## config.mk

```make
export PLATFORM = sky130hd
export DESIGN_NAME = fcce_ctrl
export DESIGN_NICKNAME = d
export VERILOG_FILES = /design/src/rtl/fcce_pkg.sv /design/src/rtl/fcce_ctrl.sv
export SDC_FILE = /design/constraint.sdc
export NUM_CORES = 1
export LEC_CHECK = 0
export BUFFER_PORTS_ARGS = -buffer_cell sky130_fd_sc_hd__buf_2
export CAP_MARGIN = 30
export CORE_MARGIN = 2
export CORE_UTILIZATION = 40
export DETAILED_ROUTE_END_ITERATION = 10
export PLACE_DENSITY_LB_ADDON = 0.05
export SLEW_MARGIN = 10
export SYNTH_ARGS = -nofsm -noshare
export SYNTH_HDL_FRONTEND = slang
export SYNTH_SLANG_ARGS = --single-unit
```

## constraint.sdc

```tcl
create_clock -name clk -period 3.4 [get_ports clk]
set_clock_uncertainty 0.05 [all_clocks]
set_input_delay 0 -clock clk [delete_from_list [all_inputs] [get_ports clk]]
set_output_delay 0 -clock clk [all_outputs]
set_load 0.005 [all_outputs]
```

## src/rtl/fcce_pkg.sv

```systemverilog
`timescale 1ns / 1ps
// ----------------------------------------------------------------------------
// FAT cluster chain engine package
// Shared types, codes and reset values of the cluster chain engine.
// ----------------------------------------------------------------------------
package fcce_pkg;

	localparam int unsigned TABLE_ENTRIES_DEF = 65536;
	localparam int unsigned CMP_W = 29;

	localparam logic [16:0] CLUSTER_BYTES_RST = 17'd4096;
	localparam logic [27:0] DATA_START_RST = 28'd0;
	localparam logic [16:0] ENTRIES_IN_USE_RST = 17'd65536;
	localparam logic [27:0] END_MARKER_RST = 28'hFFFFFF8;

	localparam logic [1:0] CFG_CLUSTER_BYTES = 2'd0;
	localparam logic [1:0] CFG_DATA_START = 2'd1;
	localparam logic [1:0] CFG_ENTRIES_IN_USE = 2'd2;
	localparam logic [1:0] CFG_END_MARKER = 2'd3;

	typedef enum logic [2:0] {
		OP_READ = 3'd0,
		OP_WRITE = 3'd1,
		OP_FIND = 3'd2,
		OP_APPEND = 3'd3,
		OP_TRUNC = 3'd4,
		OP_FREE = 3'd5,
		OP_SEEK = 3'd6
	} op_t;

	typedef enum logic [2:0] {
		ST_OK = 3'd0,
		ST_NOFREE = 3'd1,
		ST_ENDED = 3'd2,
		ST_LIMIT = 3'd3,
		ST_RANGE = 3'd4
	} st_t;

	typedef enum logic [1:0] {A_CUR, A_CL, A_IDX, A_RD} asel_t;
	typedef enum logic [1:0] {W_VAL, W_END, W_ZERO, W_IDX} wsel_t;
	typedef enum logic [1:0] {ADD_ZERO, ADD_OFF, ADD_CB} addsel_t;
	typedef enum logic [1:0] {R_RD, R_IDX, R_CUR} rsel_t;

	typedef enum logic [3:0] {
		S_IDLE, S_DISP, S_RD_WAIT, S_SCAN_RD, S_SCAN_CHK, S_APP_WALK,
		S_APP_LINK, S_APP_MARK, S_CUT_TEST, S_CUT_WR, S_FREE_FIN,
		S_SEEK_TEST, S_ADD, S_DONE
	} state_t;

	typedef struct packed {
		logic load;
		logic ram_en;
		logic ram_we;
		asel_t asel;
		wsel_t wsel;
		logic cur_ld;
		logic step_inc;
		logic off_sub;
		logic idx_init;
		logic idx_inc;
		logic mul_go;
		logic mul_idx;
		addsel_t addsel;
		logic res_ld;
		rsel_t rsel;
		logic st_ld;
		st_t st_val;
		logic addr_ld;
		logic out_ld;
	} cmd_t;

	typedef struct packed {
		op_t op;
		logic cur_range;
		logic cur_end;
		logic cur_start;
		logic rd_end;
		logic rd_range;
		logic rd_zero;
		logic step_max;
		logic idx_end;
		logic off_ge;
	} sts_t;

endpackage

```

## src/rtl/fcce_ctrl.sv

```systemverilog
`timescale 1ns / 1ps
// ----------------------------------------------------------------------------
// Cluster chain engine controller
// Sequences table accesses for each command and owns the handshakes.
// ----------------------------------------------------------------------------
module fcce_ctrl (
	input logic clk,
	input logic arst_n,
	input logic in_valid,
	output logic in_stall,
	output logic out_valid,
	input logic out_stall,
	input fcce_pkg::sts_t sts,
	output fcce_pkg::cmd_t cmd
);
	import fcce_pkg::*;

	state_t state_q, state_d;
	logic out_valid_q;

	always_ff @(posedge clk or negedge arst_n) begin
		if (!arst_n) begin
			state_q <= S_IDLE;
			out_valid_q <= 1'b0;
		end else begin
			state_q <= state_d;
			if (cmd.out_ld) begin
				out_valid_q <= 1'b1;
			end else if (!out_stall) begin
				out_valid_q <= 1'b0;
			end
		end
	end

	assign out_valid = out_valid_q;
	assign in_stall = state_q != S_IDLE;

	always_comb begin
		state_d = state_q;
		cmd = '0;
		unique case (state_q)
			S_IDLE: begin
				if (in_valid) begin
					cmd.load = 1'b1;
					state_d = S_DISP;
				end
			end
			S_DISP: begin
				state_d = S_DONE;
				case (sts.op) inside
					OP_READ, OP_APPEND, OP_SEEK: begin
						if (sts.cur_range) begin
							cmd.st_ld = 1'b1;
							cmd.st_val = ST_RANGE;
						end else begin
							cmd.ram_en = 1'b1;
							cmd.asel = A_CUR;
							if (sts.op == OP_READ) state_d = S_RD_WAIT;
							else if (sts.op == OP_APPEND) state_d = S_APP_WALK;
							else state_d = S_SEEK_TEST;
						end
					end
					OP_WRITE: begin
						if (sts.cur_range) begin
							cmd.st_ld = 1'b1;
							cmd.st_val = ST_RANGE;
						end else begin
							cmd.ram_en = 1'b1;
							cmd.ram_we = 1'b1;
							cmd.asel = A_CUR;
							cmd.wsel = W_VAL;
						end
					end
					OP_FIND: begin
						cmd.idx_init = 1'b1;
						state_d = S_SCAN_RD;
					end
					OP_TRUNC, OP_FREE: state_d = S_CUT_TEST;
					default: ;
				endcase
			end
			S_RD_WAIT: begin
				cmd.res_ld = 1'b1;
				cmd.rsel = R_RD;
				state_d = S_DONE;
			end
			S_SCAN_RD: begin
				if (sts.idx_end) begin
					cmd.st_ld = 1'b1;
					cmd.st_val = ST_NOFREE;
					state_d = S_DONE;
				end else begin
					cmd.ram_en = 1'b1;
					cmd.asel = A_IDX;
					state_d = S_SCAN_CHK;
				end
			end
			S_SCAN_CHK: begin
				if (!sts.rd_zero) begin
					cmd.idx_inc = 1'b1;
					state_d = S_SCAN_RD;
				end else if (sts.op == OP_FIND) begin
					cmd.res_ld = 1'b1;
					cmd.rsel = R_IDX;
					state_d = S_DONE;
				end else begin
					state_d = S_APP_LINK;
				end
			end
			S_APP_WALK: begin
				if (sts.rd_end) begin
					cmd.idx_init = 1'b1;
					state_d = S_SCAN_RD;
				end else if (sts.rd_range || sts.step_max) begin
					cmd.st_ld = 1'b1;
					cmd.st_val = sts.rd_range ? ST_RANGE : ST_LIMIT;
					state_d = S_DONE;
				end else begin
					cmd.step_inc = 1'b1;
					cmd.cur_ld = 1'b1;
					cmd.ram_en = 1'b1;
					cmd.asel = A_RD;
				end
			end
			S_APP_LINK: begin
				cmd.ram_en = 1'b1;
				cmd.ram_we = 1'b1;
				cmd.asel = A_CUR;
				cmd.wsel = W_IDX;
				state_d = S_APP_MARK;
			end
			S_APP_MARK: begin
				cmd.ram_en = 1'b1;
				cmd.ram_we = 1'b1;
				cmd.asel = A_IDX;
				cmd.wsel = W_END;
				cmd.res_ld = 1'b1;
				cmd.rsel = R_IDX;
				cmd.mul_go = 1'b1;
				cmd.mul_idx = 1'b1;
				cmd.addsel = ADD_ZERO;
				state_d = S_ADD;
			end
			S_CUT_TEST: begin
				if (sts.cur_end) begin
					state_d = (sts.op == OP_FREE) ? S_FREE_FIN : S_DONE;
				end else if (sts.cur_range || sts.step_max) begin
					cmd.st_ld = 1'b1;
					cmd.st_val = sts.cur_range ? ST_RANGE : ST_LIMIT;
					state_d = S_DONE;
				end else begin
					cmd.step_inc = 1'b1;
					cmd.ram_en = 1'b1;
					cmd.asel = A_CUR;
					state_d = S_CUT_WR;
				end
			end
			S_CUT_WR: begin
				cmd.ram_en = 1'b1;
				cmd.ram_we = 1'b1;
				cmd.asel = A_CUR;
				cmd.wsel = sts.cur_start ? W_END : W_ZERO;
				cmd.cur_ld = 1'b1;
				state_d = S_CUT_TEST;
			end
			S_FREE_FIN: begin
				cmd.asel = A_CL;
				cmd.wsel = W_ZERO;
				if (sts.cur_range && sts.cur_start) begin
					cmd.st_ld = 1'b1;
					cmd.st_val = ST_RANGE;
				end else begin
					cmd.ram_en = 1'b1;
					cmd.ram_we = 1'b1;
				end
				state_d = S_DONE;
			end
			S_SEEK_TEST: begin
				cmd.res_ld = 1'b1;
				cmd.rsel = R_CUR;
				cmd.mul_go = 1'b1;
				state_d = S_ADD;
				if (!sts.off_ge) begin
					cmd.addsel = ADD_OFF;
				end else if (sts.rd_end) begin
					cmd.st_ld = 1'b1;
					cmd.st_val = ST_ENDED;
					cmd.addsel = ADD_CB;
				end else if (sts.rd_range || sts.step_max) begin
					cmd.st_ld = 1'b1;
					cmd.st_val = sts.rd_range ? ST_RANGE : ST_LIMIT;
					cmd.addsel = ADD_ZERO;
				end else begin
					cmd.res_ld = 1'b0;
					cmd.mul_go = 1'b0;
					cmd.step_inc = 1'b1;
					cmd.cur_ld = 1'b1;
					cmd.off_sub = 1'b1;
					cmd.ram_en = 1'b1;
					cmd.asel = A_RD;
					state_d = S_SEEK_TEST;
				end
			end
			S_ADD: begin
				cmd.addr_ld = 1'b1;
				state_d = S_DONE;
			end
			S_DONE: begin
				if (!out_valid_q || !out_stall) begin
					cmd.out_ld = 1'b1;
					state_d = S_IDLE;
				end
			end
			default: state_d = S_IDLE;
		endcase
	end

endmodule

```

# Word-level counts from Yosys, hierarchy flattened
# Index checks and enable logic that the tools add are counted.
word_totals:
  ff_bits: 5
  in_bits: 16
  output_inout_bits: 27
  elab_cells: 131
op_classes:
  n_eq_ne: 23
  mux: 92
  n_reduce_logical: 14
ops:
  columns: ["cell", "count"]
  rows:
  - ["$mux 4", 25]
  - ["$pmux 4 s12", 1]
  - ["$mux 3", 13]
  - ["$mux 1", 29]
  - ["$mux 2", 13]
  - ["$eq 4x4->1 const B", 6]
  - ["$pmux 4 s6", 1]
  - ["$eq 4x3->1 const B", 4]
  - ["$pmux 2 s6", 1]
  - ["$pmux 3 s4", 1]
  - ["$pmux 2 s5", 1]
  - ["$eq 3x3->1 const B", 3]
  - ["$pmux 1 s3", 3]
  - ["$reduce_or 3->1", 3]
  - ["$eq 4x2->1 const B", 2]
  - ["$pmux 1 s7", 1]
  - ["$eq 3x2->1 const B", 2]
  - ["$mux 6", 1]
  - ["$eq 4x1->1 const B", 1]
  - ["$logic_not 4->1", 1]
  - ["$ne 2x2->1 const B", 2]
  - ["$pmux 1 s2", 2]
  - ["$reduce_bool 4->1", 1]
  - ["$eq 3x1->1 const B", 1]
  - ["other kinds (8)", 11]

# Depth between registers and ports, before layout
# Gate-level depths: netlist of run 1.
logic_depth:
  ltp_word: 7
  depth_mapped: 8
  ltp_nobuf: 7

# Worst setup path after synthesis of run 1
# Ideal clock, no wire load.
synth_path:
  path_kind: "register to register"
  from: "reg state_q[3]"
  to: "reg state_q[0]"
  setup_ns: 0.124
  arrival_time_ns: 1.657
  required_time_ns: 3.226
  slack_ns: 1.569
  stages_incl_launch_ff: 9
  n_path_buf: 1
  period_less_slack_ns: 1.831
  cell_sequence: "dfrtp_1 buf_6 nor2b_4 nand3_4 inv_4 nand3_2 inv_2 or4_1 a211o_1"
synth_between:
  elab_chain_len: 3
  word_cells_on_any_way: 20
  cone_classes: "eq/ne (16); mux (1); reduce/logical (3)"
synth_rtl:
  columns: ["item", "line_no", "source"]
  rows:
  - ["start, declared", "fcce_ctrl.sv:18", "state_t state_q, state_d;"]
  - ["start signal, assigned", "fcce_ctrl.sv:26", "state_q <= state_d;"]
  - ["$eq 4x4->1 (tied with other cells)", "fcce_ctrl.sv:41", "unique case (state_q)"]
  - ["$reduce_or 3->1 (no line) (tied with other cells)", null, null]
  - ["$pmux 4 s12 or $reduce_and 3->1 (tied branches)", null, null]
# Several ways; a longest one is shown, not always the timed one.
# A chain may end at the register's enable or synchronous reset.

==> flow_metrics.tcl, run 1 <==
set metrics [dict create \
    hold_viol_final 0 \
    drc 0 \
    hold_depth 3 \
    top_usage_layer "met2" \
    finalSetupViolCount 0 \
    power_density_nw_per_um2 670 \
    total_power_uw 801 \
    arrival_ps 2310 \
    dr.pass1.iters 4 \
    layout_common_cells "buf_2 (42), nand2_1 (20), nor2_1 (15), o21ai_0 (15), a21oi_1 (10)" \
    gr-usage-met1_pct 32.5 \
    num_rows 17 \
    reg2reg_depth 5 \
    gp_congestion 0.863 \
    worstPathMaxFanout 21 \
    fin_setup_tns_ps 0 \
    port_buffers 42 \
    fmax_mhz 423 \
    status "completed" \
    cts_buffers 3 \
    grt.met3_usage_pct 2.82 \
    dieHeight_um 52.9 \
    switching_power_uw 425 \
    setup_slack_ps 1040 \
    htree_num_levels 1 \
    synth-seq-cells 5 \
    clk_pin_slew_ps 40 \
    p_int_uw 376 \
    avgSynthCellArea_sq_um 6.34 \
    root_buffer "clkbuf_4" \
    sequentialPowerShare_pct 24.6 \
    p_clk_share_pct 8.4 \
    grt.total_usage_pct 23.5 \
    leakagePower_nw 0.617 \
    vdd_drop_max_v 0.000356 \
    antenna_found_initial 0 \
    switching_share_pct 53.1 \
    drt_wl_total_mm 3.07 \
    cts.path.max_buffers 2 \
    clkLatencyLatePin_ps 240 \
    cts_setup_buffers 0 \
    cts.sinks 5 \
    final_common_cell "buf_2" \
    vias 1237 \
    core_sq_um 2230 \
    drv_cap 0 \
    die_x_um 52.9 \
    drive_gt1_share_pct 29.3 \
    syn_nets 167 \
    overflow 0 \
    grt_pass1_wl_mm 4.97 \
    path_class "reg2out" \
    yosys_warnings 0 \
    synth_cell_types 45 \
    crit_chain "nor4b_1 -> and3_1 -> o21ai_0 -> o311ai_0 -> buf_2" \
    ios 43 \
    wl_per_cell_um 14.2 \
    grt_max_degree 22 \
    fin_crit_ps 2360 \
    antenna_left 0 \
    relSlewSlack_pct 56.1 \
    start_util_pct 42.9 \
    grt_pass1_vias 1095 \
    slowest_delay_ps 720 \
    syn_inst 151 \
    cp-start-kind "flop" \
    syn-cell-area_sq_um 957 \
    drt-vias-per-instance 5.73 \
    drv_slew 0 \
    fin_crit_sh_pct 69.5 \
    nets 205 \
    dp_slack_ps 1220 \
    cp_slowest_cell "dfrtp_1" \
    num_antenna_cells 0 \
    dp_hpwl_mm 2.40 \
    end_kind "primary output" \
    cts_tree "yes" \
    tightestPinTransition_ps 650 \
    grt_use_met2_pct 38.5 \
    critical_path_required_ps 3350 \
    die-area_sq_um 2800 \
    combPwrFrac_pct 67.0 \
    hold_path_class "in2reg" \
    drt_iter0_drc 41 \
    ys_seq_area_share_pct 13.1 \
    area_growth_pct 25.0 \
    rsz0062_at_grt "false" \
]
==> power groups by stage <==
stage	registers [mW]	clock network, mW	logic [mW]
4_1_cts	0.195	0.0697	0.536
2_1_floorplan	0.111	0	0.461
3_5_place_dp	0.195	0	0.531
5_1_grt	0.208	0.0763	0.607
6_report	0.197	0.0672	0.537
3_3_place_gp	0.191	0	0.532
==> cell families after synthesis <==
family	synth area share [%]
buffers and inverters	8.50
AO/OA/AOI/OAI	33.9
AND/OR/NAND/NOR	43.5
adder cells (fa/ha/maj)	1.05
flip-flops	13.1
==> registers in the layout, indices dropped and copies added, names as in the netlist <==
name / cells
out_valid: 1
state_q: 4
==> synth_stat cells <==
| cell | count | area share, % |
|---|---|---|
| a2111oi_0 | 1 | 0.92 |
| a211o_1 | 2 | 1.8 |
| a21o_1 | 2 | 1.6 |
| a21oi_1 | 10 | 5.2 |
| a2bb2oi_1 | 1 | 0.92 |
| a311oi_1 | 2 | 1.8 |
| a31o_2 | 1 | 0.92 |
| a31oi_1 | 4 | 2.6 |
| a32o_1 | 1 | 1.0 |
| and3_1 | 6 | 3.9 |
| buf_1 | 1 | 0.39 |
| buf_2 | 3 | 1.6 |
| buf_6 | 1 | 1.2 |
| clkbuf_1 | 6 | 2.4 |
| dfrtp_1 | 5 | 13 |
| inv_1 | 5 | 2.0 |
| inv_2 | 1 | 0.39 |
| inv_4 | 1 | 0.65 |
| maj3_1 | 1 | 1.0 |
| nand2_1 | 20 | 7.8 |
| nand2b_1 | 5 | 3.3 |
| nand3_1 | 8 | 4.2 |
| nand3_2 | 1 | 1.0 |
| nand3_4 | 1 | 1.8 |
| nand3b_1 | 1 | 0.78 |
| nand4_1 | 2 | 1.3 |
| nand4b_1 | 1 | 0.92 |
| nand4bb_1 | 1 | 1.2 |
| nor2_1 | 15 | 5.9 |
| nor2b_1 | 4 | 2.6 |
| nor2b_4 | 1 | 1.4 |
| nor3_1 | 3 | 1.6 |
| nor3b_1 | 1 | 0.78 |
| nor4b_1 | 1 | 0.92 |
| o2111ai_1 | 1 | 0.92 |
| o21ai_0 | 15 | 7.8 |
| o21ba_2 | 1 | 1.0 |
| o21bai_1 | 1 | 0.78 |
| o22ai_1 | 2 | 1.3 |
| o311ai_0 | 1 | 0.92 |
| o31ai_1 | 3 | 2.4 |
| o32ai_1 | 2 | 1.8 |
| or2_2 | 3 | 2.0 |
| or3_1 | 2 | 1.3 |
| or4_1 | 1 | 0.78 |
==> worst max-delay path, delay by kind of cell (launching register included) <==
kind                   cells  cell delay, ps
and+or+nand+nor            2             920
DFF                        1             720
AOI/OAI and AO/OA          2             260
buffers and inverters      1             170
==> final timing paths <==
check                                       start                endpoint  slack (ps)
setup / recovery           state_q[0]$_DFFE_PN0P_                  cmd[4]        1040
hold / removal                             sts[0]  state_q[1]$_DFFE_PN0P_          60
setup reg to reg           state_q[1]$_DFFE_PN0P_  state_q[0]$_DFFE_PN0P_        1180
hold reg to reg             out_valid$_DFFE_PN0P_   out_valid$_DFFE_PN0P_         520
max in group asynchronous                  arst_n  state_q[3]$_DFFE_PN0P_        3100
min in group asynchronous                  arst_n   out_valid$_DFFE_PN0P_          70
==> final cells by class <==
| class | instances | area, sq um |
|---|---|---|
| Clock buffer | 4 | 26.3 |
| Fill cell | 253 | 1040 |
| Inverter | 7 | 28.8 |
| Multi-Input combinational cell | 128 | 751 |
| Sequential cell | 5 | 125 |
| Tap cell | 28 | 35.0 |
| Timing Repair Buffer | 44 | 230 |
==> per-stage QoR <==
stage | hold WS [ps] | cell area [sq um] | util [%] | instances
2_1_floorplan | -346 | 957 | - | 151
3_3_place_gp | -227 | 1150 | 51.5 | 210
3_5_place_dp | -228 | 1150 | 51.5 | 210
4_1_cts | 49.2 | 1200 | 53.6 | 216
5_1_grt | 59.6 | 1200 | 53.6 | 216
6_report | 58.3 | 1200 | 53.6 | 216
==> metal layers <==
| metal | part of all wire [%] | wire length [um] |
|---|---|---|
| met5 | 0 | 0 |
| met4 | 0.72 | 22 |
| met3 | 5.0 | 155 |
| met2 | 48 | 1470 |
| met1 | 46 | 1430 |
==> what timing repair did <==
item / 4_1_cts / 5_1_grt
hold buffers: 2 / 0
gates resized for setup: 0 / 0
endpoints found under the hold margin: 6 / 0
Note: power is estimated with default switching activity, not from simulation.
==> inputs of run 2 (changes only) <==
==> constraint.sdc (replaced) <==
create_clock -name clk -period 2.2 [get_ports clk]
set_clock_uncertainty 0.05 [all_clocks]
set_input_delay 0 -clock clk [delete_from_list [all_inputs] [get_ports clk]]
set_output_delay 0 -clock clk [all_outputs]
set_load 0.005 [all_outputs]
==> run 2 against run 1 <==
Global-route usage increased by 0.65 points. First-iteration DRC count up 12%. Final area rose by 7.0%. Total power rose by 76%. Sequential share of layout area down 0.69 points. Critical path type unchanged.
==> flow_metrics.tcl, run 2 (synthesized netlist as in run 1, its figures left out) <==
set metrics [dict create \
    drive_gt1_share_pct 33.7 \
    status "completed" \
    final_common_cell "buf_2" \
    drv_slew 0 \
    fin_crit_sh_pct 94.2 \
    dr.pass1.iters 4 \
    hold_end "state_q[1]$_DFFE_PN0P_" \
    regArea_sq_um 125 \
    tightestPinTransition_ps 478 \
    power_density_nw_per_um2 1100 \
    wl_per_cell_um 14.4 \
    num_rows 17 \
    sequentialPowerShare_pct 16.5 \
    end_kind "primary output" \
    combPwrFrac_pct 75.7 \
    critical_path_required_ps 2150 \
    cts_setup_buffers 0 \
    worstPathMaxFanout 8 \
    overflow 0 \
    drt_wl_total_mm 3.22 \
    clk_pin_slew_ps 50 \
    rr_endpoint "state_q[0]$_DFFE_PN0P_" \
    leakagePower_nw 0.663 \
    hold_viol_final 0 \
    largest_register_ff_count 4 \
    p_clk_share_pct 7.8 \
    r2r-start "state_q[1]$_DFFE_PN0P_" \
    htree_num_levels 1 \
    relSlewSlack_pct 67.9 \
    area_growth_pct 33.7 \
    p_int_uw 695 \
    switching_share_pct 50.7 \
    finish.utilization_pct 57.3 \
    regMostFlops "state_q" \
    start_util_pct 42.9 \
    drt_iter0_drc 46 \
    fillers 233 \
    cts.path.max_buffers 2 \
    crit_chain "nor2b_1 -> nand2_1 -> o21ai_0 -> a211o_1 -> buf_2" \
    fmax_mhz 482 \
    clkLatencyLatePin_ps 250 \
    hp-start "sts[0]" \
    cts_buffers 3 \
    dp_hpwl_mm 2.55 \
    finalSetupViolCount 0 \
    cp_top_family "simple AND/OR/NAND/NOR gates" \
    num_antenna_cells 0 \
    hold_slack_ps 36.6 \
    hold_path_class "in2reg" \
    root_buffer "clkbuf_4" \
    vdd_drop_max_v 0.000513 \
    dieHeight_um 52.9 \
    antenna_left 0 \
    layout_common_cells "buf_2 (42), nand2_1 (20), o21ai_0 (15)" \
    grt_pass1_wl_mm 5.06 \
    die-area_sq_um 2800 \
    nets 213 \
    port_buffers 42 \
    path_class "reg2out" \
    gp_congestion 0.942 \
    drt-vias-per-instance 5.76 \
    vias 1290 \
    multi_input_area_sq_um 762 \
    grt_max_degree 13 \
    slowest_delay_ps 540 \
    cp_slowest_cell "dfrtp_1" \
    cp-start-kind "flop" \
    drv_cap 0 \
    hold_depth 3 \
    fin_crit_ps 2070 \
    placed_area_sq_um 1220 \
    reg2reg_depth 7 \
    dp.cells 218 \
    grt.total_usage_pct 24.1 \
    switching_power_uw 714 \
    instances_no_fill 224 \
    arrival_ps 2020 \
    die_x_um 52.9 \
    cts.sinks 5 \
    crit_buf_inv 1 \
    finalInstanceArea_sq_um 1280 \
    ios 43 \
    core_sq_um 2230 \
    grt_pass1_vias 1110 \
    drc 0 \
    antenna_found_initial 0 \
    ff2ff_setup_slack_ps 240 \
    cts_tree "yes" \
]
## run 2: cell count changes in the layout (fill, tap and decap cells not counted), sizes merged
cell | previous run | this run
buf | 42 | 50
## run 2: repair_timing
| action | CTS | global route |
|---|---|---|
| gates resized for setup | 0 | 3 |
| hold buffers | 2 | 0 |
| endpoints found under the hold margin | 6 | 0 |
| setup endpoints to repair | 0 | 2 |
## run 2: layer usage
layer	up-vias	global-route usage (%)	wire length, um
li1	650	-	-
met2	53	38.3	1520
met1	585	34.2	1440
met4	0	5.56	10
met3	2	3.11	250
met5	-	0	0
## run 2: final cells by class
cell class	count	share of cell area, %
clock buffer	4	2.05
inverter	7	2.25
multi-input combinational	128	59.5
sequential	5	9.78
tap	28	2.74
timing repair buffer	52	23.7
## run 2: tightest hold or removal path, delay by kind of cell
family,cells,cell delay [ps]
AND/OR/NAND/NOR,2,140
buffers and inverters,1,150
## run 2: stage by stage
step | setup TNS, ps | power (mW) | setup WS (ps)
after CTS | 0 | 1.38 | 114
after detailed placement | 0 | 1.26 | 293
final | 0 | 1.41 | 127
after floorplan | 0 | 0.884 | 369
after global routing | -24.6 | 1.54 | -24.6
after global placement | 0 | 1.27 | 299
## run 2: worst max path at each step
stage                                start                endpoint  slack (ps)  cells past startpoint
floorplan           state_q[3]$_DFFE_PN0P_  state_q[0]$_DFFE_PN0P_         370                      8
CTS                 state_q[1]$_DFFE_PN0P_                  cmd[8]         110                      5
global placement    state_q[2]$_DFFE_PN0P_  state_q[0]$_DFFE_PN0P_         300                      7
global route        state_q[2]$_DFFE_PN0P_                  cmd[8]         -20                      5
detailed placement  state_q[1]$_DFFE_PN0P_  state_q[3]$_DFFE_PN0P_         290                      5
finish              state_q[2]$_DFFE_PN0P_                  cmd[8]         130                      5
## run 2: power groups by stage
stage / combinational, mW / sequential (mW) / clock [mW]
global placement: 1.04 / 0.225 / 0
finish: 1.07 / 0.233 / 0.110
CTS: 1.05 / 0.224 / 0.109
detailed placement: 1.04 / 0.223 / 0
global route: 1.19 / 0.243 / 0.114
floorplan: 0.713 / 0.171 / 0
